File: src/sv/sha1bsh_pkg.sv
`default_nettype none
package sha1bsh_pkg;

  localparam int unsigned ROUNDS     = 80;
  localparam int unsigned RND_W      = 7;
  localparam int unsigned BLOCK_BITS = 512;
  localparam int unsigned BLOCK_BYTES = 64;
  localparam int unsigned FILL_W     = 6;
  localparam int unsigned LEN_BYTES  = 8;

  localparam logic [1:0] CMD_ABSORB  = 2'd0;
  localparam logic [1:0] CMD_FINISH  = 2'd1;
  localparam logic [1:0] CMD_RESTART = 2'd2;
  localparam logic [1:0] CMD_UNUSED  = 2'd3;

  localparam logic [31:0] IV0 = 32'h67452301;
  localparam logic [31:0] IV1 = 32'hefcdab89;
  localparam logic [31:0] IV2 = 32'h98badcfe;
  localparam logic [31:0] IV3 = 32'h10325476;
  localparam logic [31:0] IV4 = 32'hc3d2e1f0;

  localparam logic [31:0] K0 = 32'h5a827999;
  localparam logic [31:0] K1 = 32'h6ed9eba1;
  localparam logic [31:0] K2 = 32'h8f1bbcdc;
  localparam logic [31:0] K3 = 32'hca62c1d6;

  localparam logic [7:0] PAD_BYTE = 8'h80;

  // Word 0 sits in the top 32 bits.
  typedef logic [4:0][31:0] digest_t;

  typedef struct packed {
    logic       push;
    logic       go;
    logic       init;
    logic [7:0] data;
  } ctrl_t;

  typedef struct packed {
    logic busy;
  } stat_t;

  // Round function plus round constant.
  function automatic logic [31:0] f_plus_k(input logic [RND_W-1:0] rnd,
                                           input logic [31:0] b,
                                           input logic [31:0] c,
                                           input logic [31:0] d);
    logic [31:0] f;
    logic [31:0] k;
    if (rnd < RND_W'(20)) begin
      f = (b & c) | (~b & d);
      k = K0;
    end else if (rnd < RND_W'(40)) begin
      f = b ^ c ^ d;
      k = K1;
    end else if (rnd < RND_W'(60)) begin
      f = (b & c) | (b & d) | (c & d);
      k = K2;
    end else begin
      f = b ^ c ^ d;
      k = K3;
    end
    return f + k;
  endfunction

endpackage
`default_nettype wire

File: src/sv/sha1_byte_stream_hasher.sv
`default_nettype none
// SHA-1 hasher fed one byte command per input item.
// Input channel: in_command (absorb, finish, restart) and in_data_byte, with
// in_valid/in_stall. Result channel: out_digest_word, out_word_index and
// out_last_word with out_valid/out_stall; a finish yields five items, word 0
// (most significant) first, and no other command yields any.
// The byte that completes a 64-byte block starts a compression: 80 rounds on
// one round unit, then one final add, after which the sequencer sees the unit
// idle and accepts input again.
// A finish that has not yet padded pushes one pad byte per cycle, pausing for
// the compression of each full block, so 9 to 72 pad bytes plus one or two
// compressions; then the five words leave at one per cycle when the receiver
// is not stalling. A repeated finish goes straight to the five words.
// in_stall is high whenever the block is compressing, padding or sending words.
// If the receiver stalls, the current word is held until it is taken.
// Reset, or a restart item, loads the initial hash and clears the byte counts.
module sha1_byte_stream_hasher (
  input  wire         clk,
  input  wire         rst_n,
  input  wire         in_valid,
  output logic        in_stall,
  input  wire  [1:0]  in_command,
  input  wire  [7:0]  in_data_byte,
  output logic        out_valid,
  input  wire         out_stall,
  output logic [31:0] out_digest_word,
  output logic [2:0]  out_word_index,
  output logic        out_last_word
);

  localparam logic [2:0] LAST_IDX    = 3'd4;
  localparam int unsigned FW = sha1bsh_pkg::FILL_W;

  typedef enum logic [2:0] {S_IDLE, S_COMP, S_PAD, S_PAD_COMP, S_EMIT} state_t;

  state_t        st_r;
  logic [FW-1:0] fill_r;
  logic [63:0]   count_r;
  logic          fin_r;
  logic          pad_first_r;
  logic          len_r;
  logic          last_blk_r;
  logic          out_valid_r;
  logic [2:0]    idx_r;

  sha1bsh_pkg::ctrl_t   ctrl;
  sha1bsh_pkg::stat_t   stat;
  sha1bsh_pkg::digest_t digest;

  logic        in_acc;
  logic        blk_full;
  logic        len_enter;
  logic [63:0] bit_len;
  logic [7:0]  pad_byte;

  assign in_acc    = in_valid && !in_stall;
  assign blk_full  = (fill_r == FW'(sha1bsh_pkg::BLOCK_BYTES - 1));
  assign len_enter = !pad_first_r && !len_r
                  && (fill_r == FW'(sha1bsh_pkg::BLOCK_BYTES - sha1bsh_pkg::LEN_BYTES));
  assign bit_len   = {count_r[60:0], 3'b000};

  // The length goes out big-endian, one byte per slot from offset 56 up.
  always_comb begin
    if (pad_first_r) begin
      pad_byte = sha1bsh_pkg::PAD_BYTE;
    end else if (len_r || len_enter) begin
      pad_byte = bit_len[{~fill_r[2:0], 3'b000} +: 8];
    end else begin
      pad_byte = '0;
    end
  end

  always_comb begin
    ctrl = '0;
    case (st_r)
      S_IDLE: begin
        if (in_acc) begin
          if (in_command == sha1bsh_pkg::CMD_ABSORB && !fin_r) begin
            ctrl.push = 1'b1;
            ctrl.go   = blk_full;
            ctrl.data = in_data_byte;
          end else if (in_command == sha1bsh_pkg::CMD_RESTART) begin
            ctrl.init = 1'b1;
          end
        end
      end
      S_PAD: begin
        ctrl.push = 1'b1;
        ctrl.go   = blk_full;
        ctrl.data = pad_byte;
      end
      default: ctrl = '0;
    endcase
  end

  always_ff @(posedge clk) begin
    if (!rst_n) begin
      st_r        <= S_IDLE;
      fill_r      <= '0;
      count_r     <= '0;
      fin_r       <= 1'b0;
      pad_first_r <= 1'b0;
      len_r       <= 1'b0;
      last_blk_r  <= 1'b0;
      out_valid_r <= 1'b0;
      idx_r       <= '0;
    end else begin
      case (st_r)
        S_IDLE: begin
          if (in_acc) begin
            case (in_command)
              sha1bsh_pkg::CMD_ABSORB: begin
                if (!fin_r) begin
                  count_r <= count_r + 64'd1;
                  fill_r  <= fill_r + FW'(1);
                  if (blk_full) begin
                    st_r <= S_COMP;
                  end
                end
              end
              sha1bsh_pkg::CMD_FINISH: begin
                if (fin_r) begin
                  st_r        <= S_EMIT;
                  out_valid_r <= 1'b1;
                  idx_r       <= '0;
                end else begin
                  st_r        <= S_PAD;
                  pad_first_r <= 1'b1;
                  len_r       <= 1'b0;
                end
              end
              sha1bsh_pkg::CMD_RESTART: begin
                fill_r  <= '0;
                count_r <= '0;
                fin_r   <= 1'b0;
              end
              default: ;
            endcase
          end
        end
        S_COMP: begin
          if (!stat.busy) begin
            st_r <= S_IDLE;
          end
        end
        S_PAD: begin
          fill_r      <= fill_r + FW'(1);
          pad_first_r <= 1'b0;
          if (len_enter) begin
            len_r <= 1'b1;
          end
          if (blk_full) begin
            st_r       <= S_PAD_COMP;
            last_blk_r <= len_r || len_enter;
          end
        end
        S_PAD_COMP: begin
          if (!stat.busy) begin
            if (last_blk_r) begin
              fin_r       <= 1'b1;
              st_r        <= S_EMIT;
              out_valid_r <= 1'b1;
              idx_r       <= '0;
            end else begin
              st_r <= S_PAD;
            end
          end
        end
        S_EMIT: begin
          if (!out_stall) begin
            if (idx_r == LAST_IDX) begin
              out_valid_r <= 1'b0;
              st_r        <= S_IDLE;
            end else begin
              idx_r <= idx_r + 3'd1;
            end
          end
        end
        default: st_r <= S_IDLE;
      endcase
    end
  end

  sha1bsh_core u_core (
    .clk    (clk),
    .rst_n  (rst_n),
    .ctrl   (ctrl),
    .stat   (stat),
    .digest (digest)
  );

  assign in_stall        = (st_r != S_IDLE);
  assign out_valid       = out_valid_r;
  assign out_word_index  = idx_r;
  assign out_last_word   = (idx_r == LAST_IDX);
  assign out_digest_word = digest[3'(LAST_IDX - idx_r)];

  a_emit_idle_core: assert property (@(posedge clk) disable iff (!rst_n)
    out_valid_r |-> (st_r == S_EMIT && !stat.busy && fin_r))
    else $error("digest word shown while the core is not settled");

  a_last_ends: assert property (@(posedge clk) disable iff (!rst_n)
    (out_valid_r && !out_stall && idx_r == LAST_IDX) |=> (!out_valid_r && st_r == S_IDLE))
    else $error("result stream did not end after the last word");

  a_idx_range: assert property (@(posedge clk) disable iff (!rst_n)
    out_valid_r |-> (idx_r <= LAST_IDX))
    else $error("word index out of range");

  a_pad_wait: assert property (@(posedge clk) disable iff (!rst_n)
    (st_r == S_PAD && blk_full) |=> stat.busy)
    else $error("padding block did not start compression");

endmodule
`default_nettype wire

File: src/sv/sha1bsh_core.sv
`default_nettype none
module sha1bsh_core (
  input  wire                   clk,
  input  wire                   rst_n,
  input  sha1bsh_pkg::ctrl_t    ctrl,
  output sha1bsh_pkg::stat_t    stat,
  output sha1bsh_pkg::digest_t  digest
);

  localparam int unsigned BB = sha1bsh_pkg::BLOCK_BITS;
  localparam int unsigned RW = sha1bsh_pkg::RND_W;

  // The byte buffer doubles as the message schedule: the oldest word is on top.
  logic [BB-1:0] sched_r, sched_nxt;
  logic [31:0]   a_r, b_r, c_r, d_r, e_r;
  logic [RW-1:0] rnd_r;
  logic          busy_r;
  sha1bsh_pkg::digest_t h_r;

  logic [31:0] w_top, w_mix, w_new, t_sum;

  assign w_top = sched_r[BB-1 -: 32];
  assign w_mix = sched_r[95:64] ^ sched_r[255:224] ^ sched_r[447:416] ^ w_top;
  assign w_new = {w_mix[30:0], w_mix[31]};
  assign t_sum = {a_r[26:0], a_r[31:27]} + sha1bsh_pkg::f_plus_k(rnd_r, b_r, c_r, d_r)
               + e_r + w_top;

  always_comb begin
    sched_nxt = sched_r;
    if (busy_r) begin
      if (rnd_r != RW'(sha1bsh_pkg::ROUNDS)) begin
        sched_nxt = {sched_r[BB-33:0], w_new};
      end
    end else if (ctrl.push) begin
      sched_nxt = {sched_r[BB-9:0], ctrl.data};
    end
  end

  always_ff @(posedge clk) begin
    sched_r <= sched_nxt;
  end

  always_ff @(posedge clk) begin
    if (!rst_n) begin
      busy_r <= 1'b0;
      rnd_r  <= '0;
      h_r    <= {sha1bsh_pkg::IV0, sha1bsh_pkg::IV1, sha1bsh_pkg::IV2,
                 sha1bsh_pkg::IV3, sha1bsh_pkg::IV4};
    end else if (busy_r) begin
      if (rnd_r == RW'(sha1bsh_pkg::ROUNDS)) begin
        h_r[4] <= h_r[4] + a_r;
        h_r[3] <= h_r[3] + b_r;
        h_r[2] <= h_r[2] + c_r;
        h_r[1] <= h_r[1] + d_r;
        h_r[0] <= h_r[0] + e_r;
        busy_r <= 1'b0;
      end else begin
        a_r   <= t_sum;
        b_r   <= a_r;
        c_r   <= {b_r[1:0], b_r[31:2]};
        d_r   <= c_r;
        e_r   <= d_r;
        rnd_r <= rnd_r + RW'(1);
      end
    end else if (ctrl.init) begin
      h_r <= {sha1bsh_pkg::IV0, sha1bsh_pkg::IV1, sha1bsh_pkg::IV2,
              sha1bsh_pkg::IV3, sha1bsh_pkg::IV4};
    end else if (ctrl.push && ctrl.go) begin
      // The block completes with this byte; rounds begin next cycle.
      a_r    <= h_r[4];
      b_r    <= h_r[3];
      c_r    <= h_r[2];
      d_r    <= h_r[1];
      e_r    <= h_r[0];
      rnd_r  <= '0;
      busy_r <= 1'b1;
    end
  end

  assign stat.busy = busy_r;
  assign digest    = h_r;

  a_rnd_range: assert property (@(posedge clk) disable iff (!rst_n)
    busy_r |-> (rnd_r <= RW'(sha1bsh_pkg::ROUNDS)))
    else $error("round counter out of range");

  a_go_starts: assert property (@(posedge clk) disable iff (!rst_n)
    (!busy_r && !ctrl.init && ctrl.push && ctrl.go) |=> (busy_r && rnd_r == '0))
    else $error("compression did not start");

  a_final_add: assert property (@(posedge clk) disable iff (!rst_n)
    (busy_r && rnd_r == RW'(sha1bsh_pkg::ROUNDS)) |=> !busy_r)
    else $error("compression did not finish after the final add");

endmodule
`default_nettype wire
File: config.mk
export PLATFORM = sky130hd
export DESIGN_NAME = sha1_byte_stream_hasher
export DESIGN_NICKNAME = d
export VERILOG_FILES = /design/src/sv/sha1bsh_pkg.sv /design/src/sv/sha1_byte_stream_hasher.sv /design/src/sv/sha1bsh_core.sv
export SDC_FILE = /design/constraint.sdc
export NUM_CORES = 2
export LEC_CHECK = 0
export ABC_AREA = 0
export CORE_MARGIN = 4
export CORE_UTILIZATION = 46
export DETAILED_ROUTE_END_ITERATION = 10
export DONT_BUFFER_PORTS = 1
export MAX_ROUTING_LAYER = met4
export REMOVE_ABC_BUFFERS = 1
export SYNTH_ARGS = -nofsm -noshare
export SYNTH_HDL_FRONTEND = slang
export SYNTH_HIERARCHICAL = 1
export SYNTH_SLANG_ARGS = --single-unit
File: constraint.sdc
create_clock -name clk -period 34.3 [get_ports clk]
set_input_delay 3.43 -clock clk [delete_from_list [all_inputs] [get_ports clk]]
set_output_delay 3.43 -clock clk [all_outputs]
set_load 0.02 [all_outputs]
[Word level (Yosys, flattened, before mapping)]
Cells that the tools add are included.
Word-level totals
  register bits: 921
  input port bits: 14
Cells by class
  $add $sub $neg: 14
  $lt $le $gt $ge: 4
  equality and inequality tests: 33
  shift-type cells: 1
  mux-type cells: 98
  bitwise operators: 14
  reduce and logical (&&, ||, !) cells: 33
Operator list (number)
  $mux 512: 3
  $mux 32: 26
  $mux 160: 3
  $add 32x32->32: 9
  $xor 32x32->32: 5
  $and 32x32->32: 4
  $pmux 64 s2: 1
  $bmux 32 s3: 1
  $or 32x32->32: 3
  $add 64x1->64 const B: 1
  $mux 64: 1
  $shiftx 64x7->8: 1
  $mux 3: 17
  $ne 2x2->1 const B: 16
  $not 32->32: 1
  $mux 31: 1
  $mux 7: 4
  $mux 8: 3
  $pmux 6 s2: 2
  $mux 1: 23
  $pmux 8 s2: 1
  $reduce_and 4->1: 4
  $reduce_and 8->1: 2
  $pmux 3 s5: 1
  38 further kinds: 64

[Logic depth before layout (Yosys ltp)]
  depth in word-level cells: 12
  depth in mapped cells: 24
  mapped depth without buffers: 23

[Cells and area by module]
Netlist, hierarchy kept.
By module, submodules not included
  sha1bsh_core: instances 1, cells each 3874, area each 47490.5 µm², seq. area each 23542.6 µm²
  sha1_byte_stream_hasher: instances 1, cells each 731, area each 5775.5 µm², seq. area each 1561.5 µm²

[Least setup slack after synthesis]
No wires, ideal clock.
  kind: input -> register
  start point: input in_command[0]
  end point: register u_core.sched_r[0] (enable)
  setup time: 1.397 ns
  arrival: 25.222 ns
  required time: 32.903 ns
  path slack: 7.680 ns
  stages: 6
  buffers on the path: 0
  path through: nand2b_1 nor2_1 nand2_1 nand2_1 nor2_1 nor2_1
RTL lines
  from (decl): RTL line sha1_byte_stream_hasher.sv:22  | input wire [1:0] in_command,
  to (signal assigned): RTL line sha1bsh_core.sv:40  | sched_r <= sched_nxt;
  to (decl): RTL line sha1bsh_core.sv:14  | logic [BB-1:0] sched_r, sched_nxt;

[Final worst setup path]
  start point: register idx_r[0], in the netlist out_word_index[0]
  end point: output out_digest_word[2]
On the way
  longest elaborated chain between the ends: 3
Ends and longest elaborated chain
  from (decl): RTL line sha1_byte_stream_hasher.sv:44  | logic [2:0] idx_r;
  from (signal assigned): RTL line sha1_byte_stream_hasher.sv:175  | idx_r <= idx_r + 3'd1;
  $sub 3x3->3: RTL line sha1_byte_stream_hasher.sv:196  | assign out_digest_word = digest[3'(LAST_IDX - idx_r)];
  $bmux 32 s3: RTL line sha1_byte_stream_hasher.sv:196
  $mux 32 (not written as such): RTL line sha1_byte_stream_hasher.sv:196
  to (decl): RTL line sha1_byte_stream_hasher.sv:26  | output logic [31:0] out_digest_word,
Every way passes these cells. The select of a mux whose other input is x is not followed.

==> results.json <==
{
  "worst_path_max_delay_cell": "nand2b_2",
  "grt_most_used_layer": "met2",
  "max_stage_delay_ns": 0.87,
  "grt_antenna_before_repair": 0,
  "mean_instance_size_in_the_synthesized_netlist_um2": 11.6,
  "clock-sinks": 918,
  "worstSetupPathType": "reg2out",
  "maxSlewHeadroom_pct": 7.96,
  "io_buffers": 0,
  "die_h_um": 348,
  "final_hold_viol_count": 0,
  "level_count_of_the_clock_h_tree": 3,
  "drive_gt1_share_pct": 19.4,
  "ir_drop_uv": 36.4,
  "final_core_utilization_pct": 50.8,
  "met1_track_demand_over_resource_in_global_routing_pct": 33.9,
  "rsz0062_at_grt": "false",
  "layout_worst_path_cycle_share_pct": 22.4,
  "vias_per_cell": 5.92,
  "design_area_um2": 58300,
  "final_nets": 4893,
  "ys.flop_type": "edfxtp_1",
  "num_rows": 124,
  "first_pass_grt_wire_length_um": 217000,
  "tightestPinTransition_ns": 1.36,
  "leakagePower_nw": 21.0,
  "synth_enable_flop_cells": 672,
  "cp_num_buf_inv": 2,
  "cts_buffer_depth": 3,
  "cp-end-kind": "output port",
  "power-per-cell-area_nw_per_um2": 43.0,
  "ioPinCount": 52,
  "clkSlewWorstSetupHoldPaths_ns": 0.06,
  "netlist_area_um2": 53300,
  "ant_nets": 0,
  "dpl.hpwl_um": 99600,
  "first_global_vias": 35100,
  "timing.max_cap.violations": 0,
  "finalClockSkew_ns": 0.0610,
  "outcome": "complete, no violations",
  "sequential_cell_area_fraction_in_the_yosys_report_pct": 47.1,
  "drc": 0,
  "period_needed_ns": 7.69,
  "clock_insertion_delay_worst_skew_ns": 0.71,
  "worst_path_most_repeated_cell": "ha_2",
  "max_slew_violation_count": 0,
  "critPathLaunchType": "flop",
  "report.final.setup_viol": 0,
  "ys_types": 95,
  "critical_path_peak_fanout": 36,
  "grt_overflow_total": 0,
  "fmax_mhz": 130,
  "routedWlPerCell_um": 23.3,
  "cts_repair_resize_count": 0,
  "layout.cells.non_filler": 6152,
  "initial_utilization_pct": 46.5,
  "worst-endpoint-required_ns": 30.87,
  "post-cts-setup-buffers": 0,
  "tritoncts.num_buffers": 102,
  "design.die.area_um2": 121000,
  "grt_usage_pct": 23.7,
  "cts.root.buffer_cell": "clkbuf_16",
  "cts_tree": "built",
  "worst_ep_arrival_time_ns": 4.26,
  "ys_ff_latch": 918,
  "synth_warnings": 6,
  "timing.critical_path.cells": "inv_1 -> ha_2 -> ha_2 -> buf_4 -> nand2b_2 -> o22ai_1",
  "grtUsageMet3_pct": 3.28,
  "drt-total-wl_um": 143000,
  "syn2layout_area_growth_pct": 9.40,
  "largest_net_degree_at_the_start_of_global_routing": 213,
  "fp.coreArea_um2": 115000,
  "dp.cells": 5961,
  "die-width_um": 348,
  "detail_route.first_pass.iterations": 8,
  "final.fill_count": 10100,
  "placement.cell_area_um2": 54800,
  "drt_first_iter_violations": 3432,
  "post-layout-total-power_mw": 2.50,
  "use_met2_pct": 36.0,
  "crit_family": "simple AND/OR/NAND/NOR gates",
  "antennaDiodeCount": 0,
  "cts.hold.buffers_added": 0,
  "hp-class": "reg2reg",
  "place_congestion": 0.928,
  "async_reset_ff_share_pct": 0,
  "synthCells": 4605,
  "num_vias": 36400
}
[cells in the final DEF, fill, tap and decap left out, types with 50 or more instances in the layout]
cell / Yosys / final
edfxtp_1: 672 / 672
mux2_2: 624 / 624
a21oi_1: 319 / 319
nor2_1: 317 / 311
dfxtp_1: 246 / 244
inv_1: 238 / 237
nand2_1: 229 / 228
ha_1: 201 / 199
xnor2_1: 188 / 188
o21ai_0: 184 / 184
fa_1: 125 / 125
mux2i_1: 104 / 104
clkbuf_16: 0 / 102
a21o_1: 90 / 90
xor2_1: 84 / 84
o22ai_1: 71 / 71
nand3_1: 59 / 59
nor3_1: 51 / 50
[Yosys cell counts (all sizes together), types with 18 or more instances]
library cell / n / area (µm²)
xnor2: 188 / 1650
o22ai: 71 / 444
nand2: 229 / 860
and3: 38 / 238
clkbuf: 171 / 663
inv: 239 / 897
nor2b: 32 / 200
a211oi: 25 / 188
o21a: 25 / 188
o21bai: 23 / 176
mux2i: 104 / 1040
o21ai: 192 / 965
fa: 125 / 2500
a22oi: 45 / 338
nand2b: 30 / 188
xor2: 84 / 736
mux2: 625 / 7040
or4: 18 / 145
nand4: 47 / 309
nor2: 317 / 1190
or3: 46 / 297
nand3: 59 / 295
dfxtp: 246 / 4920
o31ai: 34 / 269
a21oi: 323 / 1630
edfxtp: 672 / 20200
buf: 23 / 97.6
ha: 201 / 2510
nor3: 52 / 265
a21o: 90 / 676
[metrics by stage]
step	worst slack [ns]	setup TNS, ns	hold WS [ns]
floorplan	-4.48	-2291.99	0.448
global placement	27.33	0	0.462
detailed placement	27.28	0	0.469
CTS	26.50	0	0.480
global route	26.31	0	0.521
finish	26.61	0	0.482
[power by group]
| group | total, mW | internal, mW | leakage (nW) | switching, mW |
|---|---|---|---|---|
| Clock | 1.13 | 0.651 | 1.65 | 0.479 |
| Sequential | 1.24 | 1.22 | 8.13 | 0.0206 |
| Combinational | 0.132 | 0.0538 | 11.2 | 0.0786 |
| Total | 2.50 | 1.93 | 21.0 | 0.578 |
[worst reg2reg max path, stage by stage (launching register included)]
cell      delay [ns]
dfxtp_1         0.42
and3_1          0.23
a21oi_1         0.23
nand2_1         0.12
buf_4           0.30
inv_1           0.11
nor2_2          0.87
buf_4           0.35
inv_1           0.32
nor2_1          0.20
nor2_1          0.08
fa_1            0.55
inv_1           0.05
fa_1            0.49
inv_1           0.05
ha_1            0.34
and4_1          0.24
and2_1          0.17
a31oi_1         0.15
o21ai_0         0.10
a31oi_1         0.37
o41ai_2         0.16
a221oi_2        0.37
o21a_1          0.19
nor4_1          0.05
nand3b_1        0.17
[layer usage]
layer / vias up / wire length [µm]
met4: 0 / 3110
li1: 16900 / -
met1: 18200 / 66300
met5: - / 0
met3: 197 / 9400
met2: 1111 / 64300
[cell families after synthesis]
group,count (synthesis),share of synthesized area (%)
muxes,743,15.8
xor gates and xnor gates,272,4.47
DFF,918,47.1
adders and majority gates,326,9.42
and+or+nand+nor,946,8.56
AOI/OAI and AO/OA,967,11.5
buffers and inverters,433,3.11
[path summary, 6_finish.rpt]
check | startpoint | endpoint | slack, ns | depth (start not counted)
worst max-delay path | out_word_index[0] | out_digest_word[2] | 26.61 | 6
worst min-delay path | count_r[60] | count_r[60] | 0.48 | 2
worst max register to register | u_core/rnd_r[3] | u_core/a_r[31] | 27.34 | 25
worst min register to register | count_r[60] | count_r[60] | 0.48 | 2
[state kept, by name (all words and copies together) (netlist names), 3 cells and up]
signal	flops
u_core/sched_r	512
u_core/digest	160
count_r	61
u_core/a_r	32
u_core/b_r	32
u_core/c_r	32
u_core/d_r	32
u_core/e_r	32
u_core/rnd_r	7
fill_r	6
out_word_index	3
st_r	3
[layout make-up]
type	instances	area [µm²]	share of cell area, %
multi-input combinational	3254	26600	45.6
sequential	918	25100	43.1
clock buffer	132	2770	4.75
tap	1512	1890	3.25
inverter	239	897	1.54
clock inverter	59	711	1.22
timing repair buffer	38	335	0.575
(Power assumes the default switching activity.)
